[config.mk]
export PLATFORM = sky130hd
export DESIGN_NAME = spiral_order_scanner_flat
export DESIGN_NICKNAME = d
export VERILOG_FILES = /design/src/rtl/sos_pkg.sv /design/src/rtl/sos_if.sv /design/src/rtl/sos_ctrl.sv /design/src/rtl/sos_datapath.sv /design/src/rtl/spiral_order_scanner.sv /design/src/flat_wrapper.sv
export SDC_FILE = /design/constraint.sdc
export NUM_CORES = 2
export LEC_CHECK = 0
export BUFFER_PORTS_ARGS = -buffer_cell sky130_fd_sc_hd__buf_2
export CAP_MARGIN = 25
export CORE_MARGIN = 2
export CORE_UTILIZATION = 55
export CTS_CLUSTER_SIZE = 12
export DETAILED_ROUTE_END_ITERATION = 8
export PLACE_DENSITY = 0.7
export SYNTH_ARGS = -nofsm -noshare
export SYNTH_HDL_FRONTEND = slang
export SYNTH_SLANG_ARGS = --single-unit
[constraint.sdc]
create_clock -name i_clk -period 5.92 [get_ports i_clk]
set_input_delay 0.592 -clock i_clk [delete_from_list [all_inputs] [get_ports i_clk]]
set_output_delay 0.592 -clock i_clk [all_outputs]
set_load 0.05 [all_outputs]
[src/rtl/sos_pkg.sv]
package sos_pkg;

    localparam int MAX_ROWS    = 8;
    localparam int MAX_COLS    = 8;
    localparam int STORE_DEPTH = MAX_ROWS * MAX_COLS;

    localparam int DATA_W    = 32;
    localparam int DIM_W     = 4;
    localparam int CFG_IDX_W = 2;
    localparam int ADDR_W    = (STORE_DEPTH > 1) ? $clog2(STORE_DEPTH) : 1;
    localparam int ROW_W     = (MAX_ROWS > 1) ? $clog2(MAX_ROWS) : 1;
    localparam int COL_W     = (MAX_COLS > 1) ? $clog2(MAX_COLS) : 1;
    localparam int TOT_W     = 2 * DIM_W;

    localparam logic [DIM_W-1:0] MAX_ROWS_D = DIM_W'(MAX_ROWS);
    localparam logic [DIM_W-1:0] MAX_COLS_D = DIM_W'(MAX_COLS);

    // configuration register indexes
    localparam logic [CFG_IDX_W-1:0] REG_ROW_COUNT = CFG_IDX_W'(0);
    localparam logic [CFG_IDX_W-1:0] REG_COL_COUNT = CFG_IDX_W'(1);

    typedef enum logic {
        ST_LOAD,
        ST_WALK
    } t_state;

    typedef enum logic [1:0] {
        DIR_RIGHT,
        DIR_DOWN,
        DIR_LEFT,
        DIR_UP
    } t_dir;

    typedef struct packed {
        logic wr_en;
        logic walk_init;
        logic rd_en;
    } t_cmd;

    typedef struct packed {
        logic load_final;
        logic walk_final;
    } t_status;

    function automatic logic [DIM_W-1:0] clamp_dim(input logic [DIM_W-1:0] v,
                                                   input logic [DIM_W-1:0] maxv);
        logic [DIM_W-1:0] res;
        if (v == '0) begin
            res = DIM_W'(1);
        end else if (v > maxv) begin
            res = maxv;
        end else begin
            res = v;
        end
        return res;
    endfunction

endpackage

[src/rtl/sos_if.sv]
interface sos_in_if;
    logic                               valid;
    logic                               ready;
    logic signed [sos_pkg::DATA_W-1:0]  element_value;

    modport source (output valid, output element_value, input ready);
    modport sink   (input valid, input element_value, output ready);
endinterface

interface sos_out_if;
    logic                               valid;
    logic                               ready;
    logic signed [sos_pkg::DATA_W-1:0]  out_value;
    logic                               is_last;

    modport source (output valid, output out_value, output is_last, input ready);
    modport sink   (input valid, input out_value, input is_last, output ready);
endinterface

interface sos_cfg_if;
    logic                               valid;
    logic                               ready;
    logic [sos_pkg::CFG_IDX_W-1:0]      index;
    logic [sos_pkg::DIM_W-1:0]          data;

    modport source (output valid, output index, output data, input ready);
    modport sink   (input valid, input index, input data, output ready);
endinterface

[src/rtl/sos_ctrl.sv]
module sos_ctrl (
    input  logic                i_clk,
    input  logic                i_rst_n,
    input  logic                i_in_valid,
    input  logic                i_out_ready,
    input  sos_pkg::t_status    i_status,
    output sos_pkg::t_cmd       o_cmd,
    output logic                o_in_ready,
    output logic                o_out_valid
);

    sos_pkg::t_state r_state, n_state;
    logic            r_out_valid, n_out_valid;

    always_comb begin
        n_state = r_state;
        case (r_state)
            sos_pkg::ST_LOAD: begin
                if (i_in_valid && i_status.load_final) begin
                    n_state = sos_pkg::ST_WALK;
                end
            end
            sos_pkg::ST_WALK: begin
                if (o_cmd.rd_en && i_status.walk_final) begin
                    n_state = sos_pkg::ST_LOAD;
                end
            end
            default: n_state = sos_pkg::ST_LOAD;
        endcase
    end

    always_comb begin
        o_cmd      = '0;
        o_in_ready = 1'b0;
        case (r_state)
            sos_pkg::ST_LOAD: begin
                o_in_ready      = 1'b1;
                o_cmd.wr_en     = i_in_valid;
                o_cmd.walk_init = i_in_valid && i_status.load_final;
            end
            sos_pkg::ST_WALK: begin
                // read the next element whenever the output slot frees up
                o_cmd.rd_en = !r_out_valid || i_out_ready;
            end
            default: begin
                o_in_ready = 1'b0;
            end
        endcase
    end

    always_comb begin
        if (o_cmd.rd_en) begin
            n_out_valid = 1'b1;
        end else if (i_out_ready) begin
            n_out_valid = 1'b0;
        end else begin
            n_out_valid = r_out_valid;
        end
    end

    always_ff @(posedge i_clk) begin
        if (!i_rst_n) begin
            r_state     <= sos_pkg::ST_LOAD;
            r_out_valid <= 1'b0;
        end else begin
            r_state     <= n_state;
            r_out_valid <= n_out_valid;
        end
    end

    assign o_out_valid = r_out_valid;

`ifndef NO_ASSERTIONS
    a_init_enters_walk: assert property (@(posedge i_clk) disable iff (!i_rst_n)
        o_cmd.walk_init |=> r_state == sos_pkg::ST_WALK)
        else $error("walk did not start after final element");

    a_final_read_ends_walk: assert property (@(posedge i_clk) disable iff (!i_rst_n)
        (o_cmd.rd_en && i_status.walk_final) |=> (r_state == sos_pkg::ST_LOAD && r_out_valid))
        else $error("walk did not end after final read");
`endif

endmodule

[src/rtl/sos_datapath.sv]
module sos_datapath (
    input  logic                                i_clk,
    input  logic                                i_rst_n,
    input  sos_pkg::t_cmd                       i_cmd,
    output sos_pkg::t_status                    o_status,
    input  logic signed [sos_pkg::DATA_W-1:0]   i_element_value,
    input  logic                                i_cfg_valid,
    input  logic [sos_pkg::CFG_IDX_W-1:0]       i_cfg_index,
    input  logic [sos_pkg::DIM_W-1:0]           i_cfg_data,
    output logic signed [sos_pkg::DATA_W-1:0]   o_out_value,
    output logic                                o_is_last
);

    logic [sos_pkg::DATA_W-1:0] r_store [sos_pkg::STORE_DEPTH];

    logic [sos_pkg::DIM_W-1:0]  r_row_count, r_col_count;
    logic [sos_pkg::DIM_W-1:0]  rows_c, cols_c;
    logic [sos_pkg::TOT_W-1:0]  total;
    logic [sos_pkg::ADDR_W-1:0] r_load_count;

    logic [sos_pkg::ROW_W-1:0]  r_top, r_bottom, r_row;
    logic [sos_pkg::COL_W-1:0]  r_left, r_right, r_col;
    sos_pkg::t_dir              r_dir;
    logic [sos_pkg::ROW_W-1:0]  n_top, n_bottom, n_row;
    logic [sos_pkg::COL_W-1:0]  n_left, n_right, n_col;
    sos_pkg::t_dir              n_dir;

    logic                       side_end, walk_done;
    logic [sos_pkg::TOT_W-1:0]  addr_full;
    logic [sos_pkg::ADDR_W-1:0] rd_addr;

    logic [sos_pkg::DATA_W-1:0] r_rd_data;
    logic                       r_last;

    always_ff @(posedge i_clk) begin
        if (!i_rst_n) begin
            r_row_count <= sos_pkg::MAX_ROWS_D;
            r_col_count <= sos_pkg::MAX_COLS_D;
        end else if (i_cfg_valid) begin
            case (i_cfg_index)
                sos_pkg::REG_ROW_COUNT: r_row_count <= i_cfg_data;
                sos_pkg::REG_COL_COUNT: r_col_count <= i_cfg_data;
                default: ;
            endcase
        end
    end

    assign rows_c = sos_pkg::clamp_dim(r_row_count, sos_pkg::MAX_ROWS_D);
    assign cols_c = sos_pkg::clamp_dim(r_col_count, sos_pkg::MAX_COLS_D);
    assign total  = sos_pkg::TOT_W'(rows_c) * sos_pkg::TOT_W'(cols_c);

    assign o_status.load_final =
        (sos_pkg::TOT_W'(r_load_count) + sos_pkg::TOT_W'(1)) >= total;

    always_ff @(posedge i_clk) begin
        if (!i_rst_n) begin
            r_load_count <= '0;
        end else if (i_cmd.wr_en) begin
            r_load_count <= o_status.load_final ? '0 : r_load_count + 1'b1;
        end
    end

    // next position and bounds; a bound only moves at the end of its side
    always_comb begin
        n_top    = r_top;
        n_bottom = r_bottom;
        n_left   = r_left;
        n_right  = r_right;
        n_row    = r_row;
        n_col    = r_col;
        n_dir    = r_dir;
        case (r_dir)
            sos_pkg::DIR_RIGHT: begin
                side_end  = (r_col == r_right);
                walk_done = (r_top >= r_bottom);
                if (!side_end) begin
                    n_col = r_col + 1'b1;
                end else begin
                    n_top = r_top + 1'b1;
                    n_row = r_top + 1'b1;
                    n_dir = sos_pkg::DIR_DOWN;
                end
            end
            sos_pkg::DIR_DOWN: begin
                side_end  = (r_row == r_bottom);
                walk_done = (r_right <= r_left);
                if (!side_end) begin
                    n_row = r_row + 1'b1;
                end else begin
                    n_right = r_right - 1'b1;
                    n_col   = r_right - 1'b1;
                    n_dir   = sos_pkg::DIR_LEFT;
                end
            end
            sos_pkg::DIR_LEFT: begin
                side_end  = (r_col == r_left);
                walk_done = (r_bottom <= r_top);
                if (!side_end) begin
                    n_col = r_col - 1'b1;
                end else begin
                    n_bottom = r_bottom - 1'b1;
                    n_row    = r_bottom - 1'b1;
                    n_dir    = sos_pkg::DIR_UP;
                end
            end
            sos_pkg::DIR_UP: begin
                side_end  = (r_row == r_top);
                walk_done = (r_left >= r_right);
                if (!side_end) begin
                    n_row = r_row - 1'b1;
                end else begin
                    n_left = r_left + 1'b1;
                    n_col  = r_left + 1'b1;
                    n_dir  = sos_pkg::DIR_RIGHT;
                end
            end
            default: begin
                side_end  = 1'b1;
                walk_done = 1'b1;
            end
        endcase
    end

    assign o_status.walk_final = side_end && walk_done;

    always_ff @(posedge i_clk) begin
        if (!i_rst_n) begin
            r_top    <= '0;
            r_bottom <= '0;
            r_left   <= '0;
            r_right  <= '0;
            r_row    <= '0;
            r_col    <= '0;
            r_dir    <= sos_pkg::DIR_RIGHT;
        end else if (i_cmd.walk_init) begin
            r_top    <= '0;
            r_bottom <= sos_pkg::ROW_W'(rows_c - 1'b1);
            r_left   <= '0;
            r_right  <= sos_pkg::COL_W'(cols_c - 1'b1);
            r_row    <= '0;
            r_col    <= '0;
            r_dir    <= sos_pkg::DIR_RIGHT;
        end else if (i_cmd.rd_en) begin
            r_top    <= n_top;
            r_bottom <= n_bottom;
            r_left   <= n_left;
            r_right  <= n_right;
            r_row    <= n_row;
            r_col    <= n_col;
            r_dir    <= n_dir;
        end
    end

    assign addr_full = sos_pkg::TOT_W'(r_row) * sos_pkg::TOT_W'(cols_c)
                     + sos_pkg::TOT_W'(r_col);
    assign rd_addr   = addr_full[sos_pkg::ADDR_W-1:0];

    always_ff @(posedge i_clk) begin
        if (i_cmd.wr_en) begin
            r_store[r_load_count] <= i_element_value;
        end
    end

    // read data register doubles as the output register; hold it while stalled
    always_ff @(posedge i_clk) begin
        if (i_cmd.rd_en) begin
            r_rd_data <= r_store[rd_addr];
            r_last    <= o_status.walk_final;
        end
    end

    assign o_out_value = r_rd_data;
    assign o_is_last   = r_last;

`ifndef NO_ASSERTIONS
    a_pos_in_bounds: assert property (@(posedge i_clk) disable iff (!i_rst_n)
        i_cmd.rd_en |-> (r_row >= r_top && r_row <= r_bottom
                         && r_col >= r_left && r_col <= r_right))
        else $error("spiral position outside boundaries");

    a_addr_in_matrix: assert property (@(posedge i_clk) disable iff (!i_rst_n)
        i_cmd.rd_en |-> addr_full < total)
        else $error("spiral read beyond loaded matrix");
`endif

endmodule

[src/rtl/spiral_order_scanner.sv]
// Loads one element per cycle outside the walk; no result until the element that completes the matrix.
// The spiral walk then reads the element store once per cycle while the output slot is free:
// after the final element transfer the walk state is entered, then the first read fills the output
// register; an R x C matrix is loaded in full before its walk, and the store has one read port.
// Reset (synchronous, active low) clears the load count, walk state and output valid, and sets
// both dimensions to 8; element store contents are not cleared.
module spiral_order_scanner (
    input  logic            i_clk,
    input  logic            i_rst_n,
    sos_in_if.sink          i_in,
    sos_out_if.source       o_out,
    sos_cfg_if.sink         i_cfg
);

    sos_pkg::t_cmd    cmd;
    sos_pkg::t_status status;
    logic             in_ready;
    logic             out_valid;

    sos_ctrl u_ctrl (
        .i_clk       (i_clk),
        .i_rst_n     (i_rst_n),
        .i_in_valid  (i_in.valid),
        .i_out_ready (o_out.ready),
        .i_status    (status),
        .o_cmd       (cmd),
        .o_in_ready  (in_ready),
        .o_out_valid (out_valid)
    );

    sos_datapath u_datapath (
        .i_clk           (i_clk),
        .i_rst_n         (i_rst_n),
        .i_cmd           (cmd),
        .o_status        (status),
        .i_element_value (i_in.element_value),
        .i_cfg_valid     (i_cfg.valid),
        .i_cfg_index     (i_cfg.index),
        .i_cfg_data      (i_cfg.data),
        .o_out_value     (o_out.out_value),
        .o_is_last       (o_out.is_last)
    );

    assign i_in.ready  = in_ready;
    assign o_out.valid = out_valid;
    assign i_cfg.ready = 1'b1;

endmodule

[src/flat_wrapper.sv]
// flat-port wrapper written by rule: the top's interface ports become plain ports
module spiral_order_scanner_flat 
  (i_clk, i_rst_n, i_in_valid, i_in_element_value, i_in_ready, o_out_valid, o_out_out_value, o_out_is_last, o_out_ready, i_cfg_valid, i_cfg_index, i_cfg_data, i_cfg_ready);
  sos_in_if i_in_i ();
  sos_out_if o_out_i ();
  sos_cfg_if i_cfg_i ();
  input  logic i_clk;
  input  logic i_rst_n;
  input wire logic [$bits(i_in_i.valid)-1:0] i_in_valid;
  input wire logic [$bits(i_in_i.element_value)-1:0] i_in_element_value;
  output wire logic [$bits(i_in_i.ready)-1:0] i_in_ready;
  output wire logic [$bits(o_out_i.valid)-1:0] o_out_valid;
  output wire logic [$bits(o_out_i.out_value)-1:0] o_out_out_value;
  output wire logic [$bits(o_out_i.is_last)-1:0] o_out_is_last;
  input wire logic [$bits(o_out_i.ready)-1:0] o_out_ready;
  input wire logic [$bits(i_cfg_i.valid)-1:0] i_cfg_valid;
  input wire logic [$bits(i_cfg_i.index)-1:0] i_cfg_index;
  input wire logic [$bits(i_cfg_i.data)-1:0] i_cfg_data;
  output wire logic [$bits(i_cfg_i.ready)-1:0] i_cfg_ready;
  assign i_in_i.valid = i_in_valid;
  assign i_in_i.element_value = i_in_element_value;
  assign i_in_ready = i_in_i.ready;
  assign o_out_valid = o_out_i.valid;
  assign o_out_out_value = o_out_i.out_value;
  assign o_out_is_last = o_out_i.is_last;
  assign o_out_i.ready = o_out_ready;
  assign i_cfg_i.valid = i_cfg_valid;
  assign i_cfg_i.index = i_cfg_index;
  assign i_cfg_i.data = i_cfg_data;
  assign i_cfg_ready = i_cfg_i.ready;
  spiral_order_scanner u_core (.i_clk(i_clk), .i_rst_n(i_rst_n), .i_in(i_in_i), .o_out(o_out_i), .i_cfg(i_cfg_i));
endmodule
### Word-level counts from Yosys, hierarchy flattened

Memory sizes are Yosys's and may differ from the RTL's. A register that Yosys moved wholly into a read port is not among the register bits.
Index checks and enable logic that the tools add are counted.

| cells by class | value |
|---|---|
| equality and inequality tests | 16 |
| reductions and logical operators | 25 |
| shift operators | 0 |
| bitwise operators | 2 |
| multiply operators | 2 |
| multiplexer cells | 38 |
| div/mod/pow operators | 0 |
| $lt $le $gt $ge | 7 |
| add/subtract/negate cells | 13 |

Operators with widths:

| operator | count |
|---|---|
| 3-bit two-way mux | 14 |
| 3-bit one-hot mux with 4 select lines | 2 |
| 3-bit by 1-bit subtractor with 3-bit output (second input constant) | 6 |
| 4-bit two-way mux | 4 |
| 2-bit != test (second input constant) | 8 |
| 5-bit AND reduction | 3 |
| 3-bit by 1-bit adder with 3-bit output (second input constant) | 4 |
| 3-bit == test | 4 |
| 3-bit AND reduction | 4 |
| 2-bit nonzero test | 6 |
| 2-bit two-way mux | 5 |
| 7-bit by 8-bit greater-or-equal comparator with 1-bit output | 1 |
| 4-bit greater-than comparator (second input constant) | 2 |
| 4-bit logical NOT | 2 |
| 4-bit by 4-bit multiplier with 8-bit output | 1 |
| 1-bit two-way mux | 8 |
| 1-bit one-hot mux with 4 select lines | 2 |
| 2-bit one-hot mux with 4 select lines | 1 |
| 6-bit by 1-bit adder with 7-bit output (second input constant) | 1 |
| 6-bit by 1-bit adder with 6-bit output (second input constant) | 1 |
| 6-bit by 3-bit adder with 6-bit output | 1 |
| 3-bit greater-or-equal comparator | 2 |
| 3-bit <= comparator | 2 |
| 3-bit by 4-bit multiplier with 6-bit output | 1 |
| other kinds (11) | 18 |

| word-level totals | value |
|---|---|
| bits in registers | 37 |
| bits of input ports | 43 |
| ROM bits | 0 |
| memories | 1 |
| output and inout bits | 36 |
| logic and storage cells | 117 |
| latch bits | 0 |
| RAM bits | 2048 |

Memories:

| memory | words | width | read ports | clocked after Yosys merged registers in | wr ports | line | text |
|---|---|---|---|---|---|---|---|
| u_core.u_datapath.r_store | 64 | 32 | 1 | 1 | 1 | sos_datapath.sv:14 | `logic [sos_pkg::DATA_W-1:0] r_store [sos_pkg::STORE_DEPTH];` |

### Depth between registers and ports, before layout

| logic depth | value |
|---|---|
| word-level depth | 9 |
| mapped depth | 19 |
| mapped depth without buffers | 17 |

### Cells and area by module

A second synthesis with hierarchy kept.

| second synthesis, totals | value |
|---|---|
| cell total of the unflattened synthesis | 3711 |
| area, all modules | 82800.7 um^2 |

Modules (own cells, without submodules):

| module | sequential area each (um^2) | cells an instance | times used | area an instance (um^2) |
|---|---|---|---|---|
| sos_datapath | 63170.6 | 3697 | 1 | 82680.5 |
| sos_ctrl | 40.0 | 12 | 1 | 108.9 |
| spiral_order_scanner | 0.0 | 2 | 1 | 11.3 |

### Worst setup path before layout

OpenSTA, ideal clock, no wires.

| timing | value |
|---|---|
| path type | register to register |
| start point | register u_core.u_datapath.r_col_count[3] (netlist bit) |
| end point | register u_core.u_datapath.r_rd_data, in the netlist u_core.u_datapath.o_out_value[13] (read register of u_core.u_datapath.r_store) (data pin) |
| data required time | 5661 ps |
| stages on the path, launching flop included | 15 |
| buffers on the path | 4 |
| slack | 1475 ps |
| clock period less this slack | 4445 ps |
| setup time | 259 ps |
| arrival time | 4186 ps |
| cell sequence | dfxtp_1 > clkbuf_1 > nor2b_1 > and2_1 > fa_1 > inv_1 > fa_1 > fa_1 > buf_2 > buf_2 > clkbuf_1 > mux4_2 > mux4_2 > a32oi_1 > nand2_1 |

| on the way | value |
|---|---|
| longest elaborated chain between the ends | 5 |
| elaborated cells between the ends (all ways) | 6 |
| those cells by class | 1 x add/sub; 1 x mul; 1 x order compare; 2 x mux; 1 x reduce/logical |

Ends and longest elaborated chain:

| element | line | text |
|---|---|---|
| from (decl) | sos_datapath.sv:16 | `logic [sos_pkg::DIM_W-1:0] r_row_count, r_col_count;` |
| from (signal assigned) | sos_datapath.sv:38 | `r_col_count <= sos_pkg::MAX_COLS_D;` |
| from (signal assigned) | sos_datapath.sv:42 | `sos_pkg::REG_COL_COUNT: r_col_count <= i_cfg_data;` |
| 4-bit greater-than comparator | sos_pkg.sv:50 | `end else if (v > maxv) begin` |
| 4-bit two-way mux | sos_pkg.sv:50 |  |
| 4-bit two-way mux (*) | sos_pkg.sv:48 | `if (v == '0) begin` |
| 3-bit by 4-bit multiplier with 6-bit output (*) | sos_datapath.sv:154 | `assign addr_full = sos_pkg::TOT_W'(r_row) * sos_pkg::TOT_W'(cols_c)` |
| 6-bit by 3-bit adder with 6-bit output (*) | sos_datapath.sv:155 | `+ sos_pkg::TOT_W'(r_col);` |
| to (decl) | sos_datapath.sv:32 | `logic [sos_pkg::DATA_W-1:0] r_rd_data;` |

Mark *: on every way between the ends. The rest lies on a longest branch, timed or not.
A chain may end at the register's enable or synchronous reset.

### Worst setup path after layout

| timing | value |
|---|---|
| start point | register u_core.u_datapath.r_col_count[3] (netlist bit) |
| end point | register u_core.u_datapath.r_rd_data, in the netlist u_core.u_datapath.o_out_value[21] (read register of u_core.u_datapath.r_store) (data pin) |

Same word-level chain as after synthesis.

==> out/metrics.cfg <==
[synthesis]
syn_inst=3542
synth_edf_count=2081
yosysSeqAreaShare_pct=76.9
syn_avg_cell_area_um2=23.2
yosys_warnings=0
syn-cell-area_um2=82200
synthFlopType=edfxtp_1
yosys.cell_types.count=56
synthArstFlopShare_pct=0
synthesis.nets=3642
ys_seq_elements=2117

[route]
antenna_left=0
avgRoutedWirePerCell_um=34.6
first_iter_violations=5470
via_per_inst=6.69
dr_total_vias=39474
route.detailed.drc=0
wl_um=204000
drtPass1Iterations=5

[die]
rows=141
fp.dieW_um=391
die_y_um=391
dieArea_um2=153000
core_um2=148000
io_pins=79
initial_utilization_pct=55.5

[final_layout]
utilization_pct=62.8
drive_gt1_share_pct=30.4
final_common_cell=edfxtp_1
nets=3950
syn_to_final_growth_pct=13.2
final_cell_mix=edfxtp_1, mux4_2, clkbuf_16, buf_4, nand2_1

[setup_path]
crit_slowest_cell=fa_4
worst_r2r_path_depth=12
worstPathMaxFanout=47
cp_slowest_stage_delay_ps=860
end_kind=flip-flop
crit_type=flip-flop to flip-flop
required_ps=6480
startpoint_type=flip-flop
cp_cell_sequence=nor2b_1 > and2_1 > fa_1 > inv_1 > fa_1 > fa_4 > buf_12 > buf_12 > mux4_2 > mux4_2 > a22oi_1 > nand2_1
cp.arrival_ps=6140

[clock_network]
cts_root_buf=clkbuf_16
postCtsSetupBuffers=0
clock-sinks=2117
htree_levels=4
cts_tree=built
clk_path_buf_depth=3
clk_latency_ps=850
path_clk_slew_ps=60
numCtsBuffers=208

[power_and_ir_drop]
p_leak_uw=0.0289
power_uw=29100
comb_power_share_pct=2.1
seq_power_share_pct=56.8
clkPwrFrac_pct=41.1
ir_drop_uv=271
p_sw_share_pct=20.1
intPower_uw=23300
p_per_area_nw_per_um2=313
power_switching_uw=5840

[sta]
min_period_ps=5580
fmax_mhz=179
fin_tns_setup_ps=0
finalCritPeriodShare_pct=94.3
fin_skew_ps=33.5
slew_headroom_pct=27.7
hold_violations=0
finalMaxSlewViolations=0
grt_setup_unrepaired=false
finalSetupViolations=0
worst_pin_slew_ps=1080

[job]
max_cap_viol_count=0

[status]
outcome=completed

[grt]
grt_pass1_vias=39491
grt_pass1_wl_um=291000
grtUsageTotal_pct=27.2
grt_overflow=0
grt_max_degree=69
antenna_found_initial=12

[placement]
hpwl_um=115000
io_buffers=77
routabilityCongestion=0.803

[worst_hold_path]
whs_path_depth=1
hold_class=input port to flip-flop

final timing paths:
path	from	endpoint	slack, ps
worst max-delay path	u_core.u_datapath.r_col_count[3]$_SDFFE_PN1P_	u_core.u_datapath.o_out_value[21]$_DFFE_PP_	340
worst min-delay path	i_in_element_value[14]	u_core.u_datapath.r_store[56][14]$_DFFE_PP_	40
worst max register to register	u_core.u_datapath.r_col_count[3]$_SDFFE_PN1P_	u_core.u_datapath.o_out_value[21]$_DFFE_PP_	340
worst min register to register	u_core.u_datapath.r_row_count[0]$_SDFFE_PN0P_	u_core.u_datapath.r_row_count[0]$_SDFFE_PN0P_	510
Yosys cell counts (5+ instances only):
master / number / area share (%)
nor3_1: 5 / 0.030
dfxtp_1: 36 / 0.88
buf_6: 12 / 0.16
ha_1: 47 / 0.72
buf_2: 73 / 0.44
nand3_1: 12 / 0.073
a22oi_1: 49 / 0.45
a2111oi_0: 5 / 0.053
a21oi_1: 25 / 0.15
xnor2_1: 35 / 0.37
buf_1: 12 / 0.055
a21o_1: 7 / 0.064
o21ai_0: 11 / 0.067
buf_4: 10 / 0.091
nand2_1: 93 / 0.42
and2_1: 20 / 0.15
xor2_1: 9 / 0.096
nor2b_1: 15 / 0.11
nand2b_1: 6 / 0.046
inv_1: 41 / 0.19
a32oi_1: 12 / 0.13
edfxtp_1: 2081 / 76
a211oi_1: 14 / 0.13
clkbuf_1: 69 / 0.32
mux4_2: 618 / 17
fa_1: 10 / 0.24
mux2i_1: 44 / 0.54
nor2_1: 119 / 0.54
nand4_1: 5 / 0.038
final cells by class:
type | instances | area [um^2]
sequential | 2117 | 63200
multi-input combinational | 1207 | 18500
antenna | 4 | 10.0
clock buffer | 262 | 5430
clock inverter | 63 | 541
tap | 1930 | 2410
fill | 9658 | 55000
timing repair buffer | 275 | 2740
inverter | 41 | 154
state kept, by name, indices dropped and copies added, names as in the netlist:
register	flops
u_core.u_datapath.r_top	3
u_core.u_datapath.r_right	3
u_core.u_datapath.r_store	2048
u_core.u_datapath.r_col	3
u_core.u_datapath.o_is_last	1
u_core.u_ctrl.r_state	1
u_core.u_datapath.r_bottom	3
u_core.u_datapath.o_out_value	32
u_core.u_datapath.r_left	3
u_core.u_datapath.r_dir	2
u_core.u_datapath.r_load_count	6
u_core.u_datapath.r_row_count	4
u_core.u_datapath.r_row	3
u_core.u_ctrl.o_out_valid	1
u_core.u_datapath.r_col_count	4
worst max-delay path, delay by kind of cell, from the launching register on:
kind | cells | cell delay (ps)
buf+inv | 3 | 650
mux | 2 | 830
flops | 1 | 510
compound gates | 1 | 800
simple gates | 3 | 530
fa+ha+maj | 3 | 1900
metrics by stage:
| stage | hold WS, ps | setup WS [ps] | cell area (um^2) | std cells |
|---|---|---|---|---|
| after global routing | 1.13 | 95.7 | 93000 | 5895 |
| after detailed placement | 496 | 421 | 86300 | 5532 |
| after CTS | 36.1 | 403 | 92300 | 5863 |
| after floorplan | 461 | 1480 | 82200 | 3542 |
| after global placement | 489 | 408 | 86100 | 5521 |
| final | 38.6 | 338 | 93000 | 5899 |
logic make-up (layout without fill, tap and decap cells):
| kind of cell | count (synthesis) | in the layout | synth area share [%] |
|---|---|---|---|
| xor+xnor | 45 | 45 | 0.489 |
| compound gates | 144 | 144 | 1.26 |
| simple gates | 294 | 294 | 1.59 |
| flops | 2117 | 2117 | 76.9 |
| mux | 666 | 666 | 17.5 |
| fa+ha+maj | 57 | 57 | 0.959 |
| other cells | 1 | 5 | 0.00456 |
| buf+inv | 218 | 641 | 1.26 |
routing by layer:
layer	vias to the layer above	routed length (um)	global-route usage, %
met5	-	48	0
met4	8	5020	7.10
met3	331	19400	5.00
met2	2278	101000	44.1
met1	21233	78100	38.9
li1	15624	-	-
power by group through the flow:
| stage | logic (uW) | registers, uW | clock network [uW] |
|---|---|---|---|
| floorplan | 193 | 16900 | 0 |
| global placement | 518 | 16900 | 0 |
| detailed placement | 544 | 16900 | 0 |
| CTS | 548 | 16500 | 12100 |
| global route | 645 | 16500 | 12600 |
| finish | 605 | 16500 | 12000 |
what timing repair did:
item	in CTS	in global routing
hold buffers	6	1
resized for setup	0	0
endpoints found under the hold margin	7	1
No activity file was read; power rests on OpenSTA's default activity.
